--- src/sv/stt_pkg.sv ---
`timescale 1ns / 1ps
// ----------------------------------------------------------------------------
// Software timer table package
// Beat types, request, result and status codes, and the slot entry layout.
// ----------------------------------------------------------------------------
package stt_pkg;

   // Request codes
   localparam logic [2:0] REQ_CREATE = 3'd0;
   localparam logic [2:0] REQ_RESET  = 3'd1;
   localparam logic [2:0] REQ_REMOVE = 3'd2;
   localparam logic [2:0] REQ_STOP   = 3'd3;
   localparam logic [2:0] REQ_EXEC   = 3'd4;

   // Slot states
   localparam logic [1:0] ST_FREE    = 2'd0;
   localparam logic [1:0] ST_STOPPED = 2'd1;
   localparam logic [1:0] ST_ACTIVE  = 2'd2;

   // Repeat modes
   localparam logic [1:0] MODE_ONCE   = 2'd0;
   localparam logic [1:0] MODE_REPEAT = 2'd1;
   localparam logic [1:0] MODE_NOW    = 2'd2;
   localparam logic [1:0] MODE_ONCE_X = 2'd3;

   // Result kinds
   localparam logic [1:0] KIND_ACK     = 2'd0;
   localparam logic [1:0] KIND_FIRED   = 2'd1;
   localparam logic [1:0] KIND_SUMMARY = 2'd2;

   // Status codes
   localparam logic [1:0] STS_OK      = 2'd0;
   localparam logic [1:0] STS_NO_FREE = 2'd1;
   localparam logic [1:0] STS_NOT_USE = 2'd2;

   // Wait reported when nothing is pending
   localparam logic [30:0] NO_WAIT = 31'h7FFF_FFFF;

   typedef struct packed {
      logic [2:0]  req_type;
      logic [31:0] now_ms;
      logic [3:0]  slot;
      logic [30:0] interval_ms;
      logic [1:0]  mode;
      logic [31:0] user_tag;
   } stt_req_type;

   typedef struct packed {
      logic [1:0]  result_kind;
      logic [3:0]  result_slot;
      logic [31:0] fired_tag;
      logic [1:0]  status;
      logic [30:0] next_due_ms;
      logic        last;
   } stt_rsp_type;

   // One word of the slot memory
   typedef struct packed {
      logic [31:0] due_time;
      logic [30:0] period;
      logic [1:0]  repeat_mode;
      logic [31:0] tag;
   } stt_entry_type;

endpackage

--- src/sv/software_timer_table.sv ---
`timescale 1ns / 1ps
// ----------------------------------------------------------------------------
// Software timer table
// Table of timer slots with create, reset, remove, stop and exec scan.
// ----------------------------------------------------------------------------
// One request beat is taken at a time. Due time, period, mode and tag of each
// slot live in a single-port-read synchronous memory with a registered read;
// slot states sit in flip-flops and reset to free. An exec scan reads one slot
// per cycle through that memory port, pausing while a fired result waits on a
// stall of the result side; create searches the slot states one per cycle.
// Fired timers come out in slot order, each as its own beat, followed by the
// scan summary marked last. Due-time compares are unsigned and do not handle
// wrap.
// ----------------------------------------------------------------------------
module software_timer_table #(
   parameter int NUM_SLOTS = 16
) (
   input  logic                 clock,
   input  logic                 reset,
   input  logic                 req_valid,
   output logic                 req_stall,
   input  stt_pkg::stt_req_type req_data,
   output logic                 rsp_valid,
   input  logic                 rsp_stall,
   output stt_pkg::stt_rsp_type rsp_data
);

   localparam int IDX_W = (NUM_SLOTS > 1) ? $clog2(NUM_SLOTS) : 1;
   localparam int CNT_W = $clog2(NUM_SLOTS + 1) + 1;

   // Sequencer states
   localparam logic [2:0] S_IDLE    = 3'd0;
   localparam logic [2:0] S_CREATE  = 3'd1;
   localparam logic [2:0] S_RESET   = 3'd2;
   localparam logic [2:0] S_ACK     = 3'd3;
   localparam logic [2:0] S_SCAN    = 3'd4;
   localparam logic [2:0] S_SUMMARY = 3'd5;

   logic [2:0]               state_ff, state_in;
   stt_pkg::stt_req_type     req_ff, req_in;
   logic [IDX_W-1:0]         cnt_ff, cnt_in;
   logic [CNT_W-1:0]         iss_ff, iss_in;
   logic                     eval_vld_ff, eval_vld_in;
   logic [IDX_W-1:0]         eval_idx_ff, eval_idx_in;
   logic [30:0]              best_ff, best_in;
   logic [3:0]               ack_slot_ff, ack_slot_in;
   logic [1:0]               ack_status_ff, ack_status_in;
   stt_pkg::stt_rsp_type     rsp_ff, rsp_in;
   logic                     rsp_vld_ff, rsp_vld_in;

   stt_pkg::stt_entry_type   slot_mem_ff [NUM_SLOTS];
   stt_pkg::stt_entry_type   rd_data_ff;
   logic [1:0]               slot_state_ff [NUM_SLOTS];

   // Memory and state-table access strobes
   logic                     rd_en;
   logic [IDX_W-1:0]         rd_addr;
   logic                     wr_en;
   logic [IDX_W-1:0]         wr_addr;
   stt_pkg::stt_entry_type   wr_data;
   logic                     st_en;
   logic [IDX_W-1:0]         st_idx;
   logic [1:0]               st_val;

   logic                     req_accept;
   logic                     out_free;
   logic                     slot_ok;
   logic                     in_use;
   logic [IDX_W-1:0]         req_idx;
   logic [30:0]              new_period;
   logic                     eval_active;
   logic                     eval_fire;
   logic [31:0]              wait_ms;
   logic                     hold;

   assign req_stall  = (state_ff != S_IDLE);
   assign req_accept = req_valid && !req_stall;
   assign out_free   = !rsp_vld_ff || !rsp_stall;
   assign rsp_valid  = rsp_vld_ff;
   assign rsp_data   = rsp_ff;

   // Addressed slot checks
   assign req_idx = IDX_W'(req_data.slot);
   assign slot_ok = (32'(req_data.slot) < 32'(NUM_SLOTS));
   assign in_use  = slot_ok && (slot_state_ff[req_idx] != stt_pkg::ST_FREE);

   // Scan evaluation of the slot held in the read register
   assign eval_active = eval_vld_ff && (slot_state_ff[eval_idx_ff] == stt_pkg::ST_ACTIVE);
   assign eval_fire   = eval_active && (req_ff.now_ms >= rd_data_ff.due_time);
   assign wait_ms     = rd_data_ff.due_time - req_ff.now_ms;
   assign hold        = eval_fire && !out_free;

   // Period after a reset: zero keeps the stored one
   assign new_period = (req_ff.interval_ms != 31'd0) ? req_ff.interval_ms
                                                      : rd_data_ff.period;

   // Sequencer
   always_comb begin
      state_in      = state_ff;
      req_in        = req_ff;
      cnt_in        = cnt_ff;
      iss_in        = iss_ff;
      eval_vld_in   = eval_vld_ff;
      eval_idx_in   = eval_idx_ff;
      best_in       = best_ff;
      ack_slot_in   = ack_slot_ff;
      ack_status_in = ack_status_ff;
      rsp_in        = rsp_ff;
      rsp_vld_in    = rsp_vld_ff && rsp_stall;
      rd_en         = 1'b0;
      rd_addr       = '0;
      wr_en         = 1'b0;
      wr_addr       = '0;
      wr_data       = rd_data_ff;
      st_en         = 1'b0;
      st_idx        = '0;
      st_val        = stt_pkg::ST_FREE;

      unique case (state_ff)
         S_IDLE: begin
            if (req_accept) begin
               req_in        = req_data;
               ack_slot_in   = req_data.slot;
               ack_status_in = stt_pkg::STS_OK;
               unique case (req_data.req_type) inside
                  stt_pkg::REQ_CREATE: begin
                     cnt_in   = '0;
                     state_in = S_CREATE;
                  end
                  stt_pkg::REQ_RESET: begin
                     if (in_use) begin
                        rd_en    = 1'b1;
                        rd_addr  = req_idx;
                        state_in = S_RESET;
                     end else begin
                        ack_status_in = stt_pkg::STS_NOT_USE;
                        state_in      = S_ACK;
                     end
                  end
                  stt_pkg::REQ_REMOVE, stt_pkg::REQ_STOP: begin
                     if (in_use) begin
                        st_en  = 1'b1;
                        st_idx = req_idx;
                        st_val = (req_data.req_type == stt_pkg::REQ_REMOVE) ?
                                 stt_pkg::ST_FREE : stt_pkg::ST_STOPPED;
                     end else begin
                        ack_status_in = stt_pkg::STS_NOT_USE;
                     end
                     state_in = S_ACK;
                  end
                  stt_pkg::REQ_EXEC: begin
                     rd_en       = 1'b1;
                     rd_addr     = '0;
                     eval_vld_in = 1'b1;
                     eval_idx_in = '0;
                     iss_in      = CNT_W'(1);
                     best_in     = stt_pkg::NO_WAIT;
                     state_in    = S_SCAN;
                  end
                  default: begin
                     ack_slot_in   = 4'd0;
                     ack_status_in = stt_pkg::STS_NOT_USE;
                     state_in      = S_ACK;
                  end
               endcase
            end
         end

         // Search the lowest free slot, one per cycle
         S_CREATE: begin
            if (slot_state_ff[cnt_ff] == stt_pkg::ST_FREE) begin
               wr_en               = 1'b1;
               wr_addr             = cnt_ff;
               wr_data.period      = req_ff.interval_ms;
               wr_data.repeat_mode = req_ff.mode;
               wr_data.tag         = req_ff.user_tag;
               wr_data.due_time    = (req_ff.mode == stt_pkg::MODE_NOW) ? req_ff.now_ms :
                                     req_ff.now_ms + {1'b0, req_ff.interval_ms};
               st_en               = 1'b1;
               st_idx              = cnt_ff;
               st_val              = stt_pkg::ST_ACTIVE;
               ack_slot_in         = 4'(cnt_ff);
               ack_status_in       = stt_pkg::STS_OK;
               state_in            = S_ACK;
            end else if (cnt_ff == IDX_W'(NUM_SLOTS - 1)) begin
               ack_slot_in   = 4'd0;
               ack_status_in = stt_pkg::STS_NO_FREE;
               state_in      = S_ACK;
            end else begin
               cnt_in = cnt_ff + IDX_W'(1);
            end
         end

         // Write back the reactivated slot
         S_RESET: begin
            wr_en            = 1'b1;
            wr_addr          = IDX_W'(req_ff.slot);
            wr_data.period   = new_period;
            wr_data.due_time = (rd_data_ff.repeat_mode == stt_pkg::MODE_NOW) ?
                               req_ff.now_ms : req_ff.now_ms + {1'b0, new_period};
            st_en            = 1'b1;
            st_idx           = IDX_W'(req_ff.slot);
            st_val           = stt_pkg::ST_ACTIVE;
            state_in         = S_ACK;
         end

         S_ACK: begin
            if (out_free) begin
               rsp_in             = '0;
               rsp_in.result_kind = stt_pkg::KIND_ACK;
               rsp_in.result_slot = ack_slot_ff;
               rsp_in.status      = ack_status_ff;
               rsp_in.last        = 1'b1;
               rsp_vld_in         = 1'b1;
               state_in           = S_IDLE;
            end
         end

         // Evaluate one slot while the next one is read
         S_SCAN: begin
            if (!hold) begin
               if (eval_fire) begin
                  rsp_in             = '0;
                  rsp_in.result_kind = stt_pkg::KIND_FIRED;
                  rsp_in.result_slot = 4'(eval_idx_ff);
                  rsp_in.fired_tag   = rd_data_ff.tag;
                  rsp_vld_in         = 1'b1;
                  if (rd_data_ff.repeat_mode == stt_pkg::MODE_ONCE ||
                      rd_data_ff.repeat_mode == stt_pkg::MODE_ONCE_X) begin
                     st_en  = 1'b1;
                     st_idx = eval_idx_ff;
                     st_val = stt_pkg::ST_FREE;
                  end else begin
                     wr_en            = 1'b1;
                     wr_addr          = eval_idx_ff;
                     wr_data.due_time = req_ff.now_ms + {1'b0, rd_data_ff.period};
                  end
               end else if (eval_active && !wait_ms[31] &&
                            (wait_ms[30:0] < best_ff)) begin
                  best_in = wait_ms[30:0];
               end
               if (iss_ff != CNT_W'(NUM_SLOTS)) begin
                  rd_en       = 1'b1;
                  rd_addr     = iss_ff[IDX_W-1:0];
                  eval_vld_in = 1'b1;
                  eval_idx_in = iss_ff[IDX_W-1:0];
                  iss_in      = iss_ff + CNT_W'(1);
               end else begin
                  eval_vld_in = 1'b0;
                  state_in    = S_SUMMARY;
               end
            end
         end

         S_SUMMARY: begin
            if (out_free) begin
               rsp_in             = '0;
               rsp_in.result_kind = stt_pkg::KIND_SUMMARY;
               rsp_in.next_due_ms = best_ff;
               rsp_in.last        = 1'b1;
               rsp_vld_in         = 1'b1;
               state_in           = S_IDLE;
            end
         end

         default: begin
            state_in = S_IDLE;
         end
      endcase
   end

   // Control registers
   always_ff @(posedge clock) begin
      if (reset) begin
         state_ff    <= S_IDLE;
         eval_vld_ff <= 1'b0;
         rsp_vld_ff  <= 1'b0;
      end else begin
         state_ff    <= state_in;
         eval_vld_ff <= eval_vld_in;
         rsp_vld_ff  <= rsp_vld_in;
      end
   end

   // Payload registers
   always_ff @(posedge clock) begin
      req_ff        <= req_in;
      cnt_ff        <= cnt_in;
      iss_ff        <= iss_in;
      eval_idx_ff   <= eval_idx_in;
      best_ff       <= best_in;
      ack_slot_ff   <= ack_slot_in;
      ack_status_ff <= ack_status_in;
      rsp_ff        <= rsp_in;
   end

   // Slot states, all free after reset
   always_ff @(posedge clock) begin
      if (reset) begin
         for (int i = 0; i < NUM_SLOTS; i++) begin
            slot_state_ff[i] <= stt_pkg::ST_FREE;
         end
      end else if (st_en) begin
         slot_state_ff[st_idx] <= st_val;
      end
   end

   // Slot memory: one write, one registered read per cycle
   always_ff @(posedge clock) begin
      if (wr_en) begin
         slot_mem_ff[wr_addr] <= wr_data;
      end
   end

   always_ff @(posedge clock) begin
      if (rd_en) begin
         rd_data_ff <= slot_mem_ff[rd_addr];
      end
   end

endmodule
--- config.mk ---
export PLATFORM = sky130hd
export DESIGN_NAME = software_timer_table
export DESIGN_NICKNAME = d
export VERILOG_FILES = /design/src/sv/stt_pkg.sv /design/src/sv/software_timer_table.sv
export SDC_FILE = /design/constraint.sdc
export NUM_CORES = 2
export LEC_CHECK = 0
export ABC_AREA = 1
export ABC_CLOCK_PERIOD_IN_PS = 19100
export BUFFER_PORTS_ARGS = -buffer_cell sky130_fd_sc_hd__buf_2
export CAP_MARGIN = 25
export CORE_MARGIN = 3
export CORE_UTILIZATION = 30
export CTS_CLUSTER_SIZE = 16
export DETAILED_ROUTE_END_ITERATION = 10
export GPL_TIMING_DRIVEN = 0
export MAX_ROUTING_LAYER = met4
export PLACE_DENSITY_LB_ADDON = 0.2
export SKIP_CTS_REPAIR_TIMING = 1
export SLEW_MARGIN = 15
export SYNTH_ARGS = -nofsm -noshare
export SYNTH_HDL_FRONTEND = slang
export SYNTH_SLANG_ARGS = --single-unit
--- constraint.sdc ---
create_clock -name clock -period 19.1 [get_ports clock]
set_input_delay 1.91 -clock clock [delete_from_list [all_inputs] [get_ports clock]]
set_output_delay 1.91 -clock clock [all_outputs]
set_load 0.05 [all_outputs]
==> flow_summary.json <==
{
  "synth_common_cells": "edfxtp_1 (1905), nand3_1 (1868), nand2_1 (1638)",
  "drc": 0,
  "period_share_pct": 33.73,
  "avgSynthCellArea_um2": 10.18,
  "power_density_nw_per_um2": 138.4,
  "yosysTopAreaCell": "edfxtp_1",
  "start_kind": "register",
  "clock_skew_ps": 131.1,
  "gp_congestion": 0.9435,
  "syn2layout_area_growth_pct": 17.07,
  "setup_viol_count_final": 0,
  "avgViaCountPerCell": 4.897,
  "die_w_um": 558.4,
  "async_reset_ff_share_pct": 0,
  "layout.nets": 9847,
  "ff2ff_path_depth": 21,
  "die-area_um2": 311900,
  "yosysMostFrequentCell": "edfxtp_1",
  "core_um2": 303300,
  "peakVddDrop_v": 0.00008272,
  "critPathMostFrequentCell": "nand2_1",
  "synth_area_leaders": "edfxtp_1 (62%), nand3_1 (10%), nand2_1 (6.7%)",
  "worst_slack_ps": 12660,
  "synth_flop_cell": "edfxtp_1",
  "start_util_pct": 30.19,
  "ys_ff_latch": 1918,
  "reg2reg_setup_slack_ps": 12660,
  "cp-endpoint": "slot_mem_ff[6][95]$_DFFE_PP_",
  "antenna_found_initial": 26,
  "drive_gt1_share_pct": 10.92,
  "multiInputGateArea_um2": 26550,
  "grt_usage_pct": 21.52,
  "cp_top_family": "simple AND/OR/NAND/NOR gates",
  "crit_chain": "nor4_1, nand4_1, nor2_1, clkbuf_1, nand2_1, nand2_1, ha_1, inv_1, nor2_1, o21ai_0, nand2_1, a21boi_0, inv_1, nand4_1, nand2_1, nand2_1, nand2_1, a21oi_1, o21ai_0, a21oi_1, nand3_1",
  "insertion_delay_ps": 920,
  "max_stage_delay_ps": 860,
  "cts_tree": "built",
  "dp_slack_ps": 12630,
  "dp_hpwl_um": 250500,
  "htree_levels": 4,
  "synth.distinct_cells": 60,
  "dr_total_vias": 67233,
  "drv_slew": 0,
  "grt_pass1_wl_um": 471700,
  "total_power_mw": 14.84,
  "slowest_stage": "nand3_1",
  "fmax_ghz": 0.1552,
  "reg2reg_to": "slot_mem_ff[6][95]$_DFFE_PP_",
  "crit_required_ps": 19330,
  "rsz0062_at_grt": "no",
  "die_h_um": 558.4,
  "setup.worst_path.end_class": "register",
  "crit_cells": 21,
  "cp.arrival_ps": 6670,
  "syn-num-nets": 9263,
  "netlist.area_leader.share_pct": 62.48,
  "clk_path_buf_depth": 4,
  "hold_path_class": "register to register",
  "drtIter0Drc": 6051,
  "ant_nets": 0,
  "cts_made_buffers": 216,
  "synth-edff-count": 1905,
  "drv_cap": 0,
  "pin_count": 182,
  "synthesis.area_um2": 91560,
  "worst_slew_pin_slew_ps": 1151,
  "grt_pass1_vias": 65133,
  "leakage_nw": 43.08,
  "crit_fanout": 16,
  "routedWlPerCell_um": 24.26,
  "num_rows": 202,
  "drt_pass1_iterations": 6,
  "synthCells": 8992,
  "gr-total-overflow": 0,
  "final-seq-area_um2": 57470,
  "grt_max_degree": 30,
  "drt_wl_total_um": 333000,
  "crit_start": "req_ff[44]$_DFFE_PP_",
  "period_minus_slack_ps": 6443,
  "reg2reg_from": "req_ff[44]$_DFFE_PP_",
  "cts-root-buf": "clkbuf_16",
  "nFillCells": 30388,
  "yosysWarnings": 0,
  "cp.buffers_inverters": 3,
  "worst_hold_slack_ps": 502.9,
  "timing_hold_violations_final": 0,
  "outcome": "completed",
  "path_clk_slew_ps": 60,
  "cts.sinks": 1918,
  "criticalPathCategory": "register to register",
  "portBuffers": 181,
  "synth_seq_area_share_pct": 62.77,
  "fin_util_pct": 35.34,
  "setup_tns_ps": 0,
  "slew_headroom_pct": 23.29
}
-- cell type report --
class | count | area share (%)
clock buffer | 266 | 5.218
tap | 3978 | 4.644
sequential | 1918 | 53.61
clock inverter | 114 | 0.8907
inverter | 1446 | 5.064
multi-input combinational | 5156 | 24.77
antenna | 13 | 0.03035
timing repair buffer | 366 | 3.527
buffer | 472 | 2.241
-- cell families (layout without fill, tap and decap cells) --
logic type | after synthesis | after routing | synth area share [%]
muxes | 2 | 2 | 0.02460
xor gates and xnor gates | 70 | 70 | 0.6696
buffers and inverters | 1918 | 2664 | 8.544
DFF | 1918 | 1918 | 62.77
AOI/OAI and AO/OA | 657 | 657 | 4.098
adders and majority gates | 163 | 163 | 2.260
other | 0 | 13 | 0
and+or+nand+nor | 4264 | 4264 | 21.64
-- worst min path at each step --
| stage | start | endpoint | slack, ps | cells after the start |
|---|---|---|---|---|
| floorplan | eval_vld_ff$_SDFFE_PP0P_ | eval_vld_ff$_SDFFE_PP0P_ | 450 | 2 |
| global placement | eval_vld_ff$_SDFFE_PP0P_ | eval_vld_ff$_SDFFE_PP0P_ | 480 | 2 |
| detailed placement | eval_vld_ff$_SDFFE_PP0P_ | eval_vld_ff$_SDFFE_PP0P_ | 480 | 2 |
| CTS | eval_vld_ff$_SDFFE_PP0P_ | eval_vld_ff$_SDFFE_PP0P_ | 490 | 2 |
| global route | state_ff[0]$_SDFFE_PP0P_ | state_ff[0]$_SDFFE_PP0P_ | 530 | 2 |
| finish | state_ff[0]$_SDFFE_PP0P_ | state_ff[0]$_SDFFE_PP0P_ | 500 | 2 |
-- state kept, by name, summed over array words and instances, names as in the netlist, 6 cells and up, named ones only --
register and flops:
slot_mem_ff 1552, slot_state_ff 32, rd_data_ff 97, rsp_data 72, best_ff 31, iss_ff 6, req_ff 101
-- cells in the final DEF (no fill, tap or decap), types with 22 or more instances in the layout --
cell and instances:
nand2_1 1638, o21ai_1 46, buf_6 32, inv_1 1438, or2_2 24, buf_2 428, a21oi_1 254, o211ai_1 38
xor2_1 42, clkinv_2 35, clkinv_1 49, nor2_1 304, nand3b_1 298, a22oi_1 28, ha_1 159, o21ai_0 168
buf_16 22, buf_12 66, nand4_1 31, xnor2_1 28, clkbuf_16 216, buf_8 24, nand3_1 1868, edfxtp_1 1905
nor3_1 46, buf_1 32, buf_4 103, clkbuf_1 175
-- through the flow --
step           area, um^2  std cells
2_1_floorplan       91560       8992
3_3_place_gp        97440      13151
3_5_place_dp       100500      13331
4_1_cts            107100      13711
5_1_grt            107200      13720
6_report           107200      13729
-- report_power, final --
part / switching [mW] / internal, mW
Sequential: 0.275 / 6.00
Combinational: 3.32 / 1.30
Clock: 1.69 / 2.25
-- tightest hold or removal path: cells and delay by family, from the launching register on --
family          cells  cell delay [ps]
compound gates      1               60
flops               1              330
simple gates        1               70
-- layer usage --
layer / part of all wire (%) / vias to the layer above / routed length, um / track usage [%]
met5: 0 / - / 0 / -
met4: 3.5 / 0 / 11570 / 6.850
met3: 5.9 / 496 / 19820 / 2.818
met2: 46 / 2160 / 152200 / 33.77
met1: 45 / 32761 / 149400 / 28.92
li1: - / 31816 / - / -
Power figures use the tool's default switching activity.
